### config.mk
export PLATFORM = sky130hd
export DESIGN_NAME = kfti_div
export DESIGN_NICKNAME = d
export VERILOG_FILES = /design/src/rtl/kfti_pkg.sv /design/src/rtl/kfti_div.sv
export SDC_FILE = /design/constraint.sdc
export NUM_CORES = 1
export LEC_CHECK = 0
export ABC_AREA = 0
export BUFFER_PORTS_ARGS = -buffer_cell sky130_fd_sc_hd__buf_2
export CAP_MARGIN = 20
export CORE_MARGIN = 4
export CORE_UTILIZATION = 53
export DETAILED_ROUTE_END_ITERATION = 10
export PLACE_DENSITY_LB_ADDON = 0.2
export SETUP_SLACK_MARGIN = 0.02
export SLEW_MARGIN = 20
export SYNTH_ARGS = -nofsm -noshare
export SYNTH_HDL_FRONTEND = slang
export SYNTH_SLANG_ARGS = --single-unit
### constraint.sdc
create_clock -name clk -period 3.4 [get_ports clk]
set_input_delay 0.17 -clock clk [delete_from_list [all_inputs] [get_ports clk]]
set_output_delay 0.17 -clock clk [all_outputs]
set_load 0.01 [all_outputs]
### src/rtl/kfti_pkg.sv
// Shared types and constants for the keyframe track interpolator.
`timescale 1ns / 1ps
package kfti_pkg;

  localparam int MAX_KEYS_DEF = 64;
  localparam int TIME_W       = 24;
  localparam int VEC_W        = 32;
  localparam int CNT_W        = 7;
  localparam int IDX_W        = 6;
  localparam int NUM_W        = TIME_W + 1;
  localparam int DIFF_W       = VEC_W + 1;
  localparam int PROD_W       = DIFF_W + NUM_W;
  localparam int MAG_W        = PROD_W - 1;
  localparam int SUM_W        = MAG_W + 2;
  localparam int IN_DATA_W    = 248;
  localparam int OUT_DATA_W   = 200;

  localparam logic REQ_WRITE = 1'b0;
  localparam logic REQ_QUERY = 1'b1;

  typedef enum logic [1:0] {
    ST_OK        = 2'd0,
    ST_EMPTY     = 2'd1,
    ST_LAST_ZERO = 2'd2
  } status_t;

  typedef enum logic [4:0] {
    S_IDLE, S_WR, S_LRD, S_LCHK, S_MOD, S_SRD, S_SCMP, S_TARD, S_TBRD,
    S_DEN, S_VA, S_VB, S_MUL, S_DST, S_DIV, S_OUT
  } state_t;

  typedef struct packed {
    logic start;
    logic busy;
    logic done;
  } div_ctl_t;

endpackage

### src/rtl/kfti_div.sv
// Restoring unsigned divider, one quotient bit per cycle.
`timescale 1ns / 1ps
module kfti_div #(
  parameter int DW = kfti_pkg::MAG_W,
  parameter int VW = kfti_pkg::TIME_W
) (
  input  logic                      clk,
  input  logic                      rst_n,
  input  logic                      start,
  input  logic [DW-1:0]             dividend,
  input  logic [VW-1:0]             divisor,
  output kfti_pkg::div_ctl_t        ctl,
  output logic [DW-1:0]             quot,
  output logic [VW-1:0]             rem
);
  localparam int CW = $clog2(DW + 1);

  logic [DW-1:0] q_r, q_nxt;
  logic [VW:0]   rem_r, rem_nxt;
  logic [VW-1:0] dvs_r;
  logic [CW-1:0] cnt_r, cnt_nxt;
  logic          busy_r, busy_nxt, done_r, done_nxt;
  logic [VW:0]   trial;

  always_comb begin
    q_nxt    = q_r;
    rem_nxt  = rem_r;
    cnt_nxt  = cnt_r;
    busy_nxt = busy_r;
    done_nxt = 1'b0;
    trial    = {rem_r[VW-1:0], q_r[DW-1]};
    if (start) begin
      q_nxt    = dividend;
      rem_nxt  = '0;
      cnt_nxt  = '0;
      busy_nxt = 1'b1;
    end else if (busy_r) begin
      if (trial >= {1'b0, dvs_r}) begin
        rem_nxt = trial - {1'b0, dvs_r};
        q_nxt   = {q_r[DW-2:0], 1'b1};
      end else begin
        rem_nxt = trial;
        q_nxt   = {q_r[DW-2:0], 1'b0};
      end
      cnt_nxt = cnt_r + 1'b1;
      if (cnt_r == CW'(DW - 1)) begin
        busy_nxt = 1'b0;
        done_nxt = 1'b1;
      end
    end
  end

  always_ff @(posedge clk) begin
    if (!rst_n) begin
      busy_r <= 1'b0;
      done_r <= 1'b0;
      cnt_r  <= '0;
    end else begin
      busy_r <= busy_nxt;
      done_r <= done_nxt;
      cnt_r  <= cnt_nxt;
    end
  end

  always_ff @(posedge clk) begin
    q_r   <= q_nxt;
    rem_r <= rem_nxt;
    if (start) begin
      dvs_r <= divisor;
    end
  end

  assign ctl.start = start;
  assign ctl.busy  = busy_r;
  assign ctl.done  = done_r;
  assign quot      = q_r;
  assign rem       = rem_r[VW-1:0];

  a_no_restart: assert property (@(posedge clk) disable iff (!rst_n)
    busy_r |-> !start) else $error("divider restarted while busy");
  a_rem_below: assert property (@(posedge clk) disable iff (!rst_n)
    done_r |-> (rem_r < {1'b0, dvs_r})) else $error("remainder not below divisor");
  a_done_after_busy: assert property (@(posedge clk) disable iff (!rst_n)
    done_r |-> $past(busy_r)) else $error("done without a running division");
endmodule

==> out/qor.yml <==
worst_setup_path:
  critPathArrivalTime_ns: 3.13
  critical_path_class: "register to register"
  max_stage_delay_ns: 0.39
  required_ns: 3.81
  crit_path_top_delay_cell: "fa_1"
  cp-end-kind: "register"
  worstPathCellList: "inv_1, ha_1, fa_1, nor2b_1, o31a_1, o22ai_1, o21ai_0, a41o_1, xor2_1, nand2_2, a311oi_2"
  start_kind: "register"
  worst-path-max-fanout: 4
  startpoint: "quot[56]"
  timing.rr.start: "quot[56]"
synth:
  syn_avg_cell_area_um2: 11.7
  synthCells: 504
  synth.area.top_cells: "edfxtp_1 41%, dfxtp_1 11%, mux2_2 11%"
  synth_top_area_share_pct: 41.3
  synth_warnings: 0
  ys_async_sr_fraction_pct: 0
  ys_types: 56
  synth_top_cell_by_area: "edfxtp_1"
  syn_area_mm2: 0.00589
  ys.flop_type: "edfxtp_1"
  ys_seq_area_share_pct: 52.1
  synth-seq-cells: 113
  synth_nets: 615
  synth_edf_count: 81
cts:
  tritoncts: "done"
  clock_path_buffers: 2
  clock_latency_ns: 0.51
  cts_buffers: 17
  cts_resized: 0
  path_clk_slew_ns: 0.06
  htree_levels: 4
  cts_setup_buffers: 0
  clock_sinks: 113
  root_buffer: "clkbuf_8"
detailed_routing:
  vias: 5017
  drt_pass1_iterations: 4
  wl_per_cell_um: 18.6
  ant_nets: 0
  drc_errors: 0
  totalWireLength_mm: 17.0
  viasPerCell: 5.51
  drt_first_iter_violations: 334
sta:
  setup_viol: 0
  fmax_ghz: 0.368
  fin_setup_tns_ns: 0
  clock_skew_ns: 0.0137
  worst_pin_slew_ns: 0.568
  grt_setup_unrepaired: "false"
  timing.final.crit_period_ns: 2.72
  hold_viol_final: 0
  period_share_pct: 80.0
  slew_headroom_pct: 62.0
  slew_violations: 0
layout:
  stdcell_count: 911
  antennaDiodeCount: 0
  nNetsFinal: 869
  area_growth_pct: 40.5
  drive_gt1_share_pct: 36.6
power:
  powerDensity_mw_per_mm2: 508
  vdd_drop_max_mv: 0.366
  p_leak_uw: 0.00358
die:
  dieArea_mm2: 0.0129
  core_mm2: 0.0108
  initial_core_util_pct: 54.4
  ioPinCount: 168
  fp.dieW_um: 113
  std_cell_rows: 38
  die_y_um: 113
placement:
  place_inst: 797
  dp_hpwl_mm: 10.4
  place_congestion: 0.918
  port_buffers: 167
global_route:
  grt_pass1_wl_mm: 26.8
  grt_max_degree: 40
  grt_pass1_vias: 5284
  antenna_found_initial: 0
  track_usage_pct: 26.7
  grt-ovfl-total: 0
flow_run:
  drv_cap: 0
min_path:
  hold_path.class: "input pin to register"
  hold_start: "start"
run_status:
  status: "finished clean"
==> flip-flops by register name (all words and copies together), names as in the netlist <==
| signal | count |
|---|---|
| rem_r | 24 |
| done_r | 1 |
| cnt_r | 6 |
| busy_r | 1 |
| quot | 57 |
| dvs_r | 24 |
==> timing repair <==
item	4_1_cts	5_1_grt
endpoints found under the hold margin	83	0
hold buffers	82	0
setup endpoints to repair	0	0
==> critical path, delay by kind of cell (launching register included) <==
| kind | cells | cell delay [ns] |
|---|---|---|
| adder cells (fa/ha/maj) | 2 | 0.61 |
| flip-flops | 1 | 0.35 |
| AND/OR/NAND/NOR | 2 | 0.27 |
| XOR/XNOR | 1 | 0.19 |
| AO/OA/AOI/OAI | 5 | 1.16 |
| buffers and inverters | 1 | 0.05 |
==> Yosys cell counts, types with 2 or more instances <==
master / count
a31oi_1: 4
nor3b_1: 3
dfxtp_1: 32
a211o_1: 2
nand2_2: 6
a41oi_1: 2
nand2b_1: 2
a211oi_1: 4
and3_1: 5
o21bai_1: 5
xnor2_1: 13
ha_1: 26
and2_1: 2
o21ai_1: 3
edfxtp_1: 81
clkbuf_1: 14
a21o_1: 9
a21oi_1: 24
nand4_1: 7
buf_4: 3
o21a_1: 8
nor3_1: 5
a32oi_1: 2
nor2b_1: 4
a311oi_2: 5
inv_1: 32
o21ai_2: 3
mux2_2: 56
nor4_1: 2
o31a_1: 3
nor2_1: 30
o21ai_0: 23
or3_1: 8
nand2_1: 31
nand3_1: 5
xor2_1: 7
mux2i_1: 8
buf_2: 5
a221oi_1: 3
==> logic make-up (layout without fill, tap and decap cells) <==
family,count (synthesis),in the layout,share of synthesized area (%)
flops,113,113,52.1
xor+xnor,20,20,2.97
buf+inv,56,323,4.27
compound gates,110,110,13.2
mux,64,64,12.1
fa+ha+maj,27,27,5.86
simple gates,114,114,9.47
==> placed cells by master (no fill, tap or decap), drive strengths merged, types with 6 or more instances in the layout <==
cell         instances
clkbuf              22
inv                 32
nand3                6
a21oi               24
xnor2               13
ha                  26
nor2                30
o21a                 8
or3                  8
mux2                56
dlygate4sd3         82
edfxtp              81
mux2i                8
a21o                 9
nand2               37
nand4                7
xor2                 7
dfxtp               32
buf                177
o21ai               29
==> per-stage QoR <==
stage	hold slack [ns]	worst slack (ns)	cell area [um2]	total power [uW]	utilization, %
floorplan	0.269	0.860	5890	2050	-
global placement	0.346	0.804	6850	2260	63.2
detailed placement	0.348	0.720	6850	2270	63.2
CTS	0.0797	0.689	8280	4200	76.4
global route	0.0933	0.426	8280	4360	76.4
finish	0.105	0.681	8280	4210	76.4
==> cell type report <==
cell class                      instances  area, um2
Multi-Input combinational cell        335       2570
Sequential cell                       113       3070
Tap cell                              140        175
Clock inverter                         10        159
Timing Repair Buffer                  259       1730
Fill cell                             682       2560
Inverter                               32        120
Clock buffer                           22        453
==> report_power, final <==
group          switching (uW)  internal, uW  leakage [uW]
Sequential               72.3          1610       0.00107
Combinational             347           324       0.00221
Clock                     625          1230      0.000297
Total                    1040          3160       0.00358
==> per-layer routing <==
| layer | vias to the layer above | GRT usage [%] | wire [um] |
|---|---|---|---|
| met1 | 2358 | 31.8 | 6620 |
| met4 | 0 | 9.29 | 399 |
| met3 | 35 | 7.64 | 1390 |
| met2 | 247 | 46.1 | 8570 |
| li1 | 2377 | - | - |
| met5 | - | 0 | 0 |
==> path summary, 6_finish.rpt <==
kind,endpoint,slack [ns],cells after the start
min,dvs_r[2],0.10,1
min reg2reg,done_r,0.50,2
max,rem_r[12],0.68,11
max reg2reg,rem_r[12],0.68,11
No activity file was read; power rests on OpenSTA's default activity.
